--- src/hw/rtl/wsfe_pkg.sv ---
`timescale 1ns / 1ps
`default_nettype none
// ----------------------------------------------------------------------------
// wsfe_pkg
// Shared types, constants and header helpers of the WebSocket frame encoder.
// ----------------------------------------------------------------------------
package wsfe_pkg;

    localparam int LEN_BITS    = 32;
    localparam int KEY_BITS    = 32;
    localparam int LEFT_BITS   = 32;
    localparam int BYTE_BITS   = 8;
    localparam int HDR_MAX     = 14;
    localparam int IDX_BITS    = $clog2(HDR_MAX);
    localparam int S_DATA_BITS = 80;
    localparam int M_DATA_BITS = 8;

    localparam logic [63:0] SHORT_LIMIT  = 64'd126;
    localparam logic [63:0] MEDIUM_LIMIT = 64'd65536;
    localparam logic [6:0]  CODE_MEDIUM  = 7'd126;
    localparam logic [6:0]  CODE_LONG    = 7'd127;

    typedef enum logic [0:0] {
        CMD_BEGIN   = 1'b0,
        CMD_PAYLOAD = 1'b1
    } cmd_t;

    typedef enum logic [1:0] {
        FMT_SHORT,
        FMT_MEDIUM,
        FMT_LONG
    } len_fmt_t;

    typedef struct packed {
        cmd_t                  cmd;
        logic [3:0]            opcode;
        logic                  final_flag;
        logic [31:0]           frame_length;
        logic [KEY_BITS-1:0]   mask_key;
        logic [BYTE_BITS-1:0]  payload_byte;
    } item_t;

    typedef struct packed {
        logic [BYTE_BITS-1:0]  out_byte;
        logic                  last;
        logic                  error;
    } res_t;

    function automatic logic [63:0] ext_length(input logic [31:0] frame_length);
        logic [63:0] mask;
        mask = (64'd1 << LEN_BITS) - 64'd1;
        return {32'd0, frame_length} & mask;
    endfunction

    function automatic len_fmt_t len_fmt(input logic [63:0] len64);
        len_fmt_t f;
        if (len64 < SHORT_LIMIT) begin
            f = FMT_SHORT;
        end else if (len64 < MEDIUM_LIMIT) begin
            f = FMT_MEDIUM;
        end else begin
            f = FMT_LONG;
        end
        return f;
    endfunction

    function automatic logic [IDX_BITS-1:0] hdr_count(input logic [63:0] len64,
                                                      input logic [KEY_BITS-1:0] key);
        logic [IDX_BITS-1:0] n;
        unique case (len_fmt(len64))
            FMT_SHORT:  n = IDX_BITS'(2);
            FMT_MEDIUM: n = IDX_BITS'(4);
            default:    n = IDX_BITS'(10);
        endcase
        if (key != '0) begin
            n = n + IDX_BITS'(4);
        end
        return n;
    endfunction

    function automatic logic [BYTE_BITS-1:0] hdr_byte(input item_t it,
                                                      input logic [IDX_BITS-1:0] idx);
        logic [BYTE_BITS-1:0] b [2**IDX_BITS];
        logic [63:0]          len64;
        logic                 mbit;
        len64 = ext_length(it.frame_length);
        mbit  = (it.mask_key != '0);
        for (int i = 0; i < 2**IDX_BITS; i++) begin
            b[i] = '0;
        end
        b[0] = {it.final_flag, 3'b000, it.opcode};
        unique case (len_fmt(len64))
            FMT_SHORT: begin
                b[1] = {mbit, len64[6:0]};
                for (int i = 0; i < 4; i++) begin
                    b[2+i] = it.mask_key[8*i +: 8];
                end
            end
            FMT_MEDIUM: begin
                b[1] = {mbit, CODE_MEDIUM};
                b[2] = len64[15:8];
                b[3] = len64[7:0];
                for (int i = 0; i < 4; i++) begin
                    b[4+i] = it.mask_key[8*i +: 8];
                end
            end
            default: begin
                b[1] = {mbit, CODE_LONG};
                for (int i = 0; i < 8; i++) begin
                    b[2+i] = len64[8*(7-i) +: 8];
                end
                for (int i = 0; i < 4; i++) begin
                    b[10+i] = it.mask_key[8*i +: 8];
                end
            end
        endcase
        return b[idx];
    endfunction

endpackage
`default_nettype wire

--- src/hw/rtl/wsfe_in_stage.sv ---
`timescale 1ns / 1ps
`default_nettype none
// ----------------------------------------------------------------------------
// wsfe_in_stage
// Input register: captures one request and holds it until the encoder pops it.
// ----------------------------------------------------------------------------
module wsfe_in_stage (
    input  wire logic                             aclk,
    input  wire logic                             aresetn,
    input  wire logic                             s_tvalid,
    output logic                                  s_tready,
    // opcode[3:0], final_flag[4], frame_length[36:5], mask_key[68:37],
    // payload_byte[76:69], zero fill[79:77]
    input  wire logic [wsfe_pkg::S_DATA_BITS-1:0] s_tdata,
    // cmd[0]
    input  wire logic                             s_tuser,
    output logic                                  item_valid,
    output wsfe_pkg::item_t                       item,
    input  wire logic                             item_pop
);
    import wsfe_pkg::*;

    logic  valid_reg;
    logic  valid_next;
    item_t item_reg;
    item_t item_in;

    assign item_in.cmd          = cmd_t'(s_tuser);
    assign item_in.opcode       = s_tdata[3:0];
    assign item_in.final_flag   = s_tdata[4];
    assign item_in.frame_length = s_tdata[36:5];
    assign item_in.mask_key     = s_tdata[68:37];
    assign item_in.payload_byte = s_tdata[76:69];

    assign s_tready   = !valid_reg || item_pop;
    assign item_valid = valid_reg;
    assign item       = item_reg;

    always_comb begin
        valid_next = valid_reg;
        if (s_tready) begin
            valid_next = s_tvalid;
        end
    end

    always_ff @(posedge aclk) begin
        if (!aresetn) begin
            valid_reg <= 1'b0;
        end else begin
            valid_reg <= valid_next;
        end
        if (s_tvalid && s_tready) begin
            item_reg <= item_in;
        end
    end

endmodule
`default_nettype wire

--- src/hw/rtl/wsfe_encoder.sv ---
`timescale 1ns / 1ps
`default_nettype none
// ----------------------------------------------------------------------------
// wsfe_encoder
// Frame state and byte sequencer: walks header bytes, masks payload bytes.
// ----------------------------------------------------------------------------
module wsfe_encoder (
    input  wire logic            aclk,
    input  wire logic            aresetn,
    input  wire logic            item_valid,
    input  wire wsfe_pkg::item_t item,
    output logic                 item_pop,
    output logic                 res_valid,
    output wsfe_pkg::res_t       res,
    input  wire logic            res_ready
);
    import wsfe_pkg::*;

    logic [LEFT_BITS-1:0] bytes_left_reg, bytes_left_next;
    logic [1:0]           key_index_reg, key_index_next;
    logic [KEY_BITS-1:0]  held_key_reg, held_key_next;
    logic                 frame_open_reg, frame_open_next;
    logic [IDX_BITS-1:0]  idx_reg, idx_next;

    logic [63:0]          len64;
    logic [IDX_BITS-1:0]  hdr_n;
    logic                 hdr_end;
    logic                 fire;
    logic [LEFT_BITS-1:0] left_dec;
    logic [BYTE_BITS-1:0] key_byte;

    assign len64    = ext_length(item.frame_length);
    assign hdr_n    = hdr_count(len64, item.mask_key);
    assign hdr_end  = (idx_reg == hdr_n - IDX_BITS'(1));
    assign left_dec = bytes_left_reg - LEFT_BITS'(1);
    assign key_byte = held_key_reg[8*key_index_reg +: 8];

    assign res_valid = item_valid;
    assign fire      = item_valid && res_ready;

    always_comb begin
        bytes_left_next = bytes_left_reg;
        key_index_next  = key_index_reg;
        held_key_next   = held_key_reg;
        frame_open_next = frame_open_reg;
        idx_next        = idx_reg;
        item_pop        = 1'b0;
        res             = '0;
        unique case (item.cmd)
            CMD_PAYLOAD: begin
                if (!frame_open_reg) begin
                    res.error = 1'b1;
                end else begin
                    res.out_byte = item.payload_byte ^ key_byte;
                    res.last     = (left_dec == '0);
                end
                if (fire) begin
                    item_pop = 1'b1;
                    if (frame_open_reg) begin
                        key_index_next  = key_index_reg + 2'd1;
                        bytes_left_next = left_dec;
                        frame_open_next = (left_dec != '0);
                    end
                end
            end
            default: begin
                res.out_byte = hdr_byte(item, idx_reg);
                res.last     = hdr_end && (len64 == '0);
                if (fire) begin
                    if (hdr_end) begin
                        item_pop        = 1'b1;
                        idx_next        = '0;
                        bytes_left_next = len64[LEFT_BITS-1:0];
                        key_index_next  = '0;
                        held_key_next   = item.mask_key;
                        frame_open_next = (len64 != '0);
                    end else begin
                        idx_next = idx_reg + IDX_BITS'(1);
                    end
                end
            end
        endcase
    end

    always_ff @(posedge aclk) begin
        if (!aresetn) begin
            bytes_left_reg <= '0;
            key_index_reg  <= '0;
            held_key_reg   <= '0;
            frame_open_reg <= 1'b0;
            idx_reg        <= '0;
        end else begin
            bytes_left_reg <= bytes_left_next;
            key_index_reg  <= key_index_next;
            held_key_reg   <= held_key_next;
            frame_open_reg <= frame_open_next;
            idx_reg        <= idx_next;
        end
    end

    a_idx_only_in_header: assert property (@(posedge aclk) disable iff (!aresetn)
        idx_reg != '0 |-> item_valid && item.cmd == CMD_BEGIN)
        else $error("header index advanced without a begin request");

    a_error_clean: assert property (@(posedge aclk) disable iff (!aresetn)
        res_valid && res.error |-> !res.last && res.out_byte == '0 && !frame_open_reg)
        else $error("error result malformed");

    a_last_closes: assert property (@(posedge aclk) disable iff (!aresetn)
        fire && res.last |=> !frame_open_reg && idx_reg == '0)
        else $error("frame still open after last byte");

endmodule
`default_nettype wire

--- src/hw/rtl/wsfe_out_stage.sv ---
`timescale 1ns / 1ps
`default_nettype none
// ----------------------------------------------------------------------------
// wsfe_out_stage
// Result register: holds one encoded byte while the downstream side stalls.
// ----------------------------------------------------------------------------
module wsfe_out_stage (
    input  wire logic                             aclk,
    input  wire logic                             aresetn,
    input  wire logic                             res_valid,
    input  wire wsfe_pkg::res_t                   res,
    output logic                                  res_ready,
    output logic                                  m_tvalid,
    input  wire logic                             m_tready,
    // out_byte[7:0]
    output logic [wsfe_pkg::M_DATA_BITS-1:0]      m_tdata,
    output logic                                  m_tlast,
    // error[0]
    output logic                                  m_tuser
);
    import wsfe_pkg::*;

    logic valid_reg;
    logic valid_next;
    res_t res_reg;

    assign res_ready = !valid_reg || m_tready;
    assign m_tvalid  = valid_reg;
    assign m_tdata   = res_reg.out_byte;
    assign m_tlast   = res_reg.last;
    assign m_tuser   = res_reg.error;

    always_comb begin
        valid_next = valid_reg;
        if (res_ready) begin
            valid_next = res_valid;
        end
    end

    always_ff @(posedge aclk) begin
        if (!aresetn) begin
            valid_reg <= 1'b0;
        end else begin
            valid_reg <= valid_next;
        end
        if (res_valid && res_ready) begin
            res_reg <= res;
        end
    end

endmodule
`default_nettype wire

--- src/hw/rtl/websocket_frame_encoder.sv ---
`timescale 1ns / 1ps
`default_nettype none
// ----------------------------------------------------------------------------
// websocket_frame_encoder
// Encodes WebSocket frames as a byte stream: header, optional key, masked
// payload.
//
//   channel | dir | tdata                                  | tuser | tlast
//   s_      | in  | opcode, final_flag, length, key, byte  | cmd   | -
//   m_      | out | out_byte                               | error | last
//
// A payload request yields one output byte; a begin request yields its
// header bytes (2 to 14), walked by the header byte sequencer.
// Data passes through the input register, then the result register.
// Reset clears both valid flags and the frame state (no frame open).
// m_tready low on a full result reg stalls the sequencer and s_tready at once.
// ----------------------------------------------------------------------------
module websocket_frame_encoder (
    input  wire logic                             aclk,
    input  wire logic                             aresetn,
    input  wire logic                             s_tvalid,
    output logic                                  s_tready,
    // opcode[3:0], final_flag[4], frame_length[36:5], mask_key[68:37],
    // payload_byte[76:69], zero fill[79:77]
    input  wire logic [wsfe_pkg::S_DATA_BITS-1:0] s_tdata,
    // cmd[0]
    input  wire logic                             s_tuser,
    output logic                                  m_tvalid,
    input  wire logic                             m_tready,
    // out_byte[7:0]
    output logic [wsfe_pkg::M_DATA_BITS-1:0]      m_tdata,
    output logic                                  m_tlast,
    // error[0]
    output logic                                  m_tuser
);
    import wsfe_pkg::*;

    logic  item_valid;
    item_t item;
    logic  item_pop;
    logic  res_valid;
    res_t  res;
    logic  res_ready;

    wsfe_in_stage u_in_stage (
        .aclk       (aclk),
        .aresetn    (aresetn),
        .s_tvalid   (s_tvalid),
        .s_tready   (s_tready),
        .s_tdata    (s_tdata),
        .s_tuser    (s_tuser),
        .item_valid (item_valid),
        .item       (item),
        .item_pop   (item_pop)
    );

    wsfe_encoder u_encoder (
        .aclk       (aclk),
        .aresetn    (aresetn),
        .item_valid (item_valid),
        .item       (item),
        .item_pop   (item_pop),
        .res_valid  (res_valid),
        .res        (res),
        .res_ready  (res_ready)
    );

    wsfe_out_stage u_out_stage (
        .aclk      (aclk),
        .aresetn   (aresetn),
        .res_valid (res_valid),
        .res       (res),
        .res_ready (res_ready),
        .m_tvalid  (m_tvalid),
        .m_tready  (m_tready),
        .m_tdata   (m_tdata),
        .m_tlast   (m_tlast),
        .m_tuser   (m_tuser)
    );

endmodule
`default_nettype wire
--- config.mk ---
export PLATFORM = sky130hd
export DESIGN_NAME = websocket_frame_encoder
export DESIGN_NICKNAME = d
export VERILOG_FILES = /design/src/hw/rtl/wsfe_pkg.sv /design/src/hw/rtl/wsfe_in_stage.sv /design/src/hw/rtl/wsfe_encoder.sv /design/src/hw/rtl/wsfe_out_stage.sv /design/src/hw/rtl/websocket_frame_encoder.sv
export SDC_FILE = /design/constraint.sdc
export NUM_CORES = 1
export LEC_CHECK = 0
export ABC_AREA = 0
export BUFFER_PORTS_ARGS = -buffer_cell sky130_fd_sc_hd__buf_2
export CAP_MARGIN = 30
export CORE_MARGIN = 2
export CORE_UTILIZATION = 50
export CTS_BUF_LIST = sky130_fd_sc_hd__clkbuf_16
export CTS_CLUSTER_DIAMETER = 80
export CTS_CLUSTER_SIZE = 8
export DETAILED_ROUTE_END_ITERATION = 10
export HOLD_SLACK_MARGIN = 0.02
export PLACE_DENSITY = 0.7
export SLEW_MARGIN = 10
export SYNTH_ARGS = -nofsm -noshare
export SYNTH_HDL_FRONTEND = slang
export SYNTH_HIERARCHICAL = 1
export SYNTH_SLANG_ARGS = --single-unit
--- constraint.sdc ---
create_clock -name aclk -period 3.22 [get_ports aclk]
set_clock_uncertainty 0.2 [all_clocks]
set_input_delay 0.161 -clock aclk [delete_from_list [all_inputs] [get_ports aclk]]
set_output_delay 0.161 -clock aclk [all_outputs]
set_load 0.01 [all_outputs]
==> Word level (Yosys, flattened, before mapping) <==
Index checks and enable logic that the tools add are counted.
{ "word_totals": {"reg_bits": 161, "inputBits": 85, "out_inout_bits": 12, "elab_cells": 89} }
{ "classes": {"addsub": 5, "n_lt_le_gt_ge": 3, "eq_ne": 4, "shift": 1, "mux": 37, "n_bitwise": 3, "reduce_logical": 20} }
{ "op_table": {"columns": ["op", "n"], "rows": [
  ["32-bit 2-to-1 mux", 5],
  ["48-bit 2-to-1 mux", 2],
  ["39-bit case mux with 2 select lines", 1],
  ["64-bit logical NOT", 1],
  ["32-bit nonzero test", 2],
  ["64-bit nonzero test", 1],
  ["40-bit 2-to-1 mux", 1],
  ["8-bit binary-select mux with 4-bit select", 1],
  ["32-bit logical NOT", 1],
  ["32-bit by 17-bit < comparator with 1-bit output, second input constant", 1],
  ["32-bit by 7-bit < comparator with 1-bit output, second input constant", 1],
  ["16-bit case mux with 2 select lines", 1],
  ["32-bit by 6-bit indexed part select with 8-bit output", 1],
  ["32-bit by 1-bit subtractor with 32-bit output, second input constant", 1],
  ["9-bit 2-to-1 mux", 2],
  ["16-bit 2-to-1 mux", 1],
  ["2-bit 2-to-1 mux", 8],
  ["8-bit 2-to-1 mux", 2],
  ["1-bit 2-to-1 mux", 10],
  ["4-bit 2-to-1 mux", 2],
  ["4-bit case mux with 2 select lines", 1],
  ["8-bit XOR", 1],
  ["3-bit AND reduction", 2],
  ["5-bit >= comparator, second input constant", 1],
  ["other kinds (16)", 23]
]} }

==> Logic depth before layout (Yosys ltp) <==
{ "depth": {"ltp_word": 14, "depth_mapped": 11, "ltp_nobuf": 9} }

==> Modules after synthesis <==
Netlist, hierarchy kept.
{ "modules_own_cells": {"columns": ["mod", "instances", "cells_per_inst", "area_per_inst_um2", "seq_area_each_um2"], "rows": [
  ["wsfe_encoder", 1, 736, 5783.0, 1421.4],
  ["wsfe_in_stage", 1, 83, 2399.8, 2362.3],
  ["wsfe_out_stage", 1, 15, 357.8, 320.3]
]} }

==> Worst setup path before layout <==
OpenSTA, ideal clock, no wires.
{ "synth_path": {"kind": "flip-flop to flip-flop", "start": "register u_in_stage.item_reg (netlist bit u_in_stage/item[54])", "end": "register u_in_stage.item_reg (netlist bit u_in_stage/item[0]) (enable)", "setup_time_ns": 0.382, "arrival_ns": 2.780, "required_time_ns": 2.638, "setup_slack_ns": -0.142, "stages_incl_launch_ff": 12, "path_buffers": 3, "period_less_slack_ns": 3.362, "cell_sequence": "edfxtp_1 -> nor4_2 -> o211a_1 -> buf_2 -> and2_1 -> buf_4 -> o21ai_0 -> or2_1 -> buf_2 -> a21oi_1 -> nand2b_4 -> and2_4"} }
{ "synth_between": {"elab_chain_cells": 14, "word_cells_on_any_way": 16, "classes_between": "add/sub (2); order compare (2); eq/ne (2); mux (7); reduce/logical (3)"} }
{ "synth_rtl": {"columns": ["item", "line", "rtl"], "rows": [
  ["from (decl)", "wsfe_in_stage.sv:25", "item_t item_reg;"],
  ["from (signal assigned)", "wsfe_in_stage.sv:53", "item_reg <= item_in;"],
  ["32-bit by 17-bit < comparator with 1-bit output", "wsfe_pkg.sv:59", "end else if (len64 < MEDIUM_LIMIT) begin"],
  ["2-bit 2-to-1 mux", "wsfe_pkg.sv:59", null],
  ["2-bit 2-to-1 mux (*)", "wsfe_pkg.sv:57", "if (len64 < SHORT_LIMIT) begin"],
  ["2-bit by 1-bit == test with 1-bit output or 2-bit logical NOT (tied branches)", "wsfe_pkg.sv:70", "unique case (len_fmt(len64))"],
  ["4-bit case mux with 2 select lines (*)", "wsfe_pkg.sv:70", null],
  ["4-bit by 3-bit adder with 4-bit output", "wsfe_pkg.sv:76", "n = n + IDX_BITS'(4);"],
  ["4-bit 2-to-1 mux (*)", "wsfe_pkg.sv:75", "if (key != '0) begin"],
  ["4-bit by 1-bit subtractor with 4-bit output (*)", "wsfe_encoder.sv:34", "assign hdr_end = (idx_reg == hdr_n - IDX_BITS'(1));"],
  ["4-bit == test (*)", "wsfe_encoder.sv:34", null],
  ["1-bit 2-to-1 mux (*)", "wsfe_encoder.sv:70", "if (hdr_end) begin"],
  ["1-bit 2-to-1 mux (*)", "wsfe_encoder.sv:69", "if (fire) begin"],
  ["1-bit 2-to-1 mux (*)", "wsfe_encoder.sv:49", "unique case (item.cmd)"],
  ["via item_pop", "websocket_frame_encoder.sv:40", "logic item_pop;"],
  ["1-bit logical OR (*)", "wsfe_in_stage.sv:35", "assign s_tready = !valid_reg || item_pop;"],
  ["via s_tready", "websocket_frame_encoder.sv:22", "output logic s_tready,"],
  ["1-bit logical AND (*)", "wsfe_in_stage.sv:52", "if (s_tvalid && s_tready) begin"]
]} }
The timed path passes the listed nets; every way through them passes the cells marked *.
A chain may end at the register's enable or synchronous reset.

==> Worst setup path in the final report <==
{ "layout_path": {"start": "register u_in_stage.item_reg (netlist bit u_in_stage/item[59])", "end": "output port s_tready"} }
{ "layout_between": {"elab_chain_cells": 13, "word_cells_on_any_way": 15, "classes_between": "add/sub (2); order compare (2); eq/ne (2); mux (7); reduce/logical (2)"} }
{ "layout_rtl": {"columns": ["item", "line"], "rows": [
  ["32-bit by 17-bit < comparator with 1-bit output", "wsfe_pkg.sv:59"],
  ["2-bit 2-to-1 mux", "wsfe_pkg.sv:59"],
  ["2-bit 2-to-1 mux (*)", "wsfe_pkg.sv:57"],
  ["2-bit by 1-bit == test with 1-bit output or 2-bit logical NOT (tied branches)", "wsfe_pkg.sv:70"],
  ["4-bit case mux with 2 select lines (*)", "wsfe_pkg.sv:70"],
  ["4-bit by 3-bit adder with 4-bit output", "wsfe_pkg.sv:76"],
  ["4-bit 2-to-1 mux (*)", "wsfe_pkg.sv:75"],
  ["4-bit by 1-bit subtractor with 4-bit output (*)", "wsfe_encoder.sv:34"],
  ["4-bit == test (*)", "wsfe_encoder.sv:34"],
  ["1-bit 2-to-1 mux (*)", "wsfe_encoder.sv:70"],
  ["1-bit 2-to-1 mux (*)", "wsfe_encoder.sv:69"],
  ["1-bit 2-to-1 mux (*)", "wsfe_encoder.sv:49"],
  ["via item_pop", "websocket_frame_encoder.sv:40"],
  ["1-bit logical OR (*)", "wsfe_in_stage.sv:35"],
  ["to (decl)", "websocket_frame_encoder.sv:22"]
]} }
Marked as above.

==> flow_metrics.py <==
metrics = {
    "run_status": {
        "status": "finished clean",
    },
    "power": {
        "switching_share": 0.259,
        "seqPwrFrac": 0.484,
        "combPwrFrac": 0.104,
        "vdd_drop_max_uv": 385,
        "clkPwrFrac": 0.413,
        "intPower_mw": 3.59,
        "power_density_nw_per_um2": 446,
        "power_leakage_nw": 4.15,
        "power.switching_mw": 1.25,
    },
    "logic_synthesis": {
        "synthXorXnorAreaFrac": 0.0174,
        "synth_edf_count": 88,
        "synthMuxAreaShare": 0.113,
        "synth-main-ff-cell": "edfxtp_1",
        "async_flop_share": 0,
        "netlist_instances": 834,
        "netlist_area_um2": 8540,
        "synth.area.top_cells": "edfxtp_1 (31%), dfxtp_1 (17%), mux2i_1 (7.6%)",
        "ys_ff_latch": 161,
        "synth_compound_area_frac": 0.166,
        "synth_simple_gate_area_share": 0.180,
        "synth.most_common_cell": "edfxtp_1",
        "synth_top_cell_by_area": "edfxtp_1",
        "synth.avg_cell_area_um2": 10.2,
        "syn_nets": 922,
        "synthAdderAreaFrac": 0.00439,
        "yosys.cell_types.count": 82,
        "netlist.area_leader.share": 0.309,
        "seq_area_frac_synth": 0.481,
        "ys_warn_count": 6,
        "synth_top_family_by_area": "simple AND/OR/NAND/NOR gates",
        "synth_common_cells": "edfxtp_1 (88), nand2_1 (74), nor2_1 (74)",
    },
    "sta": {
        "drv_slew": 0,
        "max_slew_margin": 0.410,
        "fmax_ghz": 0.322,
        "rsz0062_at_grt": "false",
        "worst_slew_pin_slew_ns": 0.880,
        "post-route-period-util": 0.963,
        "finalCriticalPeriod_ns": 3.10,
        "setup_viol": 0,
        "finalHoldViolations": 0,
        "fin_tns_setup_ns": 0,
    },
    "critical_path": {
        "cp_cell_sequence": "nor4_1, and4_1, nand2_1, o21ai_2, or2_1, a21oi_2, nand2b_4, buf_2",
        "start_kind": "flip-flop",
        "max_stage_delay_ns": 0.42,
        "crit_fanout": 7,
        "critical_path_arrival_ns": 2.74,
        "worstPathRequired_ns": 2.86,
        "critPathBufInv": 1,
        "critPathCaptureType": "primary output",
        "criticalPathCategory": "flip-flop to primary output",
        "cp_slowest_cell": "edfxtp_1",
        "critPathTopFamily": "simple AND/OR/NAND/NOR gates",
    },
    "clock_tree": {
        "clock_sinks": 161,
        "clkTransAtPathRegs_ns": 0.07,
        "cts_root_buffer": "clkbuf_16",
        "clockBufferDepth": 2,
        "cts_htree_levels": 4,
        "cts_buffers": 17,
        "cts_tree": "yes",
        "clkLatencyLatePin_ns": 0.44,
    },
    "global_routing": {
        "grt_max_degree": 55,
        "grt_pass1_vias": 7321,
        "grt_pass1_wl_um": 41100,
        "gr-total-overflow": 0,
        "antenna_found_initial": 0,
        "groute.usage.overall": 0.297,
    },
    "place": {
        "dp.cells": 1141,
        "gp_congestion": 0.963,
        "port_buffers": 93,
        "postPlaceCellArea_um2": 9460,
        "dpl.hpwl_um": 17800,
    },
    "die": {
        "num_io_pins": 97,
        "core_um2": 16600,
        "initial_utilization": 0.513,
        "fp-row-count": 47,
        "die-width_um": 135,
        "dieArea_um2": 18100,
        "fp.dieH_um": 135,
    },
    "cells_and_area": {
        "area_delta_synth_final_pct": 27.1,
        "multi_input_area_um2": 4130,
        "largest_reg_flops": 78,
        "fin_area_um2": 10900,
        "final.fill_count": 1279,
        "regArea_um2": 4110,
        "diodes": 0,
        "fin_nets": 1109,
        "fin_cells": 1254,
        "drive_gt1_frac": 0.227,
    },
    "drt": {
        "viasPerCell": 6.24,
        "drtIter0Drc": 992,
        "routed_wl_um": 26400,
        "ant_nets": 0,
        "num_vias": 7821,
        "wl_per_cell_um": 21.0,
        "detail_route.first_pass.iterations": 6,
        "route.detailed.drc": 0,
    },
    "worst_hold_path": {
        "hold_class": "input port to flip-flop",
    },
    "flow_run": {
        "cap_violations": 0,
    },
}
-- cell type report --
type / count / area share
Multi-Input combinational cell: 598 / 0.381
Sequential cell: 161 / 0.378
Timing Repair Buffer: 227 / 0.157
Clock buffer: 17 / 0.0392
Tap cell: 220 / 0.0254
Clock inverter: 15 / 0.0136
Inverter: 16 / 0.00553
-- cells by family after synthesis --
| family | count (synthesis) |
|---|---|
| buffers and inverters | 75 |
| muxes | 84 |
| AOI/OAI and AO/OA | 206 |
| adders and majority gates | 3 |
| DFF | 161 |
| and+or+nand+nor | 288 |
| xor gates and xnor gates | 17 |
-- placed cells by master, fill, tap and decap left out, types with 11 or more instances in the layout --
master / synthesis / layout
clkbuf_16: 0 / 17
nor4_1: 27 / 26
nand2_1: 74 / 74
nor3_1: 20 / 20
mux2i_1: 65 / 65
o32ai_1: 11 / 11
dlygate4sd3_1: 0 / 80
xnor2_1: 11 / 11
o22ai_1: 16 / 16
a211oi_1: 15 / 15
buf_2: 10 / 93
a21oi_1: 54 / 53
buf_4: 6 / 51
edfxtp_1: 88 / 88
nor2_1: 74 / 74
nand4_1: 11 / 11
nand3_1: 18 / 18
o21ai_0: 31 / 30
dfxtp_1: 73 / 72
inv_1: 12 / 14
-- timing repair --
item,CTS,global route
endpoints found under the hold margin,80,0
setup buffers,0,1
setup endpoints to repair,0,75
hold buffers,80,0
gates resized for setup,0,2
-- worst register-to-register path, delay by kind of cell (launching register included) --
family                 cells  cell delay [ns]
DFF                        1             0.47
and+or+nand+nor            5             1.30
AOI/OAI and AO/OA          3             0.55
buffers and inverters      1             0.24
-- final timing paths --
path | start | slack, ns | to | cells after the start
max | u_in_stage/item[59] | 0.12 | s_tready | 8
min | aresetn | 0.12 | u_encoder/frame_open_reg | 3
max reg2reg | u_in_stage/item[51] | 0.17 | u_in_stage/item[45] | 9
min reg2reg | u_encoder/held_key_reg[24] | 0.30 | u_encoder/held_key_reg[24] | 2
-- stage by stage --
step            util  total power [mW]  hold slack [ns]  setup WS, ns
6_report       0.652              4.84            0.116         0.118
5_1_grt        0.652              4.99            0.144       0.00806
4_1_cts        0.651              4.83            0.113        0.0492
3_5_place_dp   0.569              2.79            0.139        0.0699
3_3_place_gp   0.569              2.79            0.137        0.0893
2_1_floorplan      -              2.58           0.0599        0.0160
-- metal layers --
| metal | vias up | track usage | part of all wire |
|---|---|---|---|
| li1 | 3577 | - | - |
| met1 | 3753 | 0.420 | 0.43 |
| met2 | 432 | 0.456 | 0.46 |
| met3 | 59 | 0.0589 | 0.087 |
| met4 | 0 | 0.104 | 0.027 |
| met5 | - | 0 | 0 |
-- power groups by stage --
stage / clock network (mW) / registers [mW] / logic [mW]
3_3_place_gp: 0 / 2.38 / 0.408
2_1_floorplan: 0 / 2.35 / 0.236
3_5_place_dp: 0 / 2.38 / 0.410
4_1_cts: 2.01 / 2.34 / 0.487
5_1_grt: 2.11 / 2.35 / 0.534
6_report: 2.00 / 2.34 / 0.501
Power figures use the tool's default switching activity.
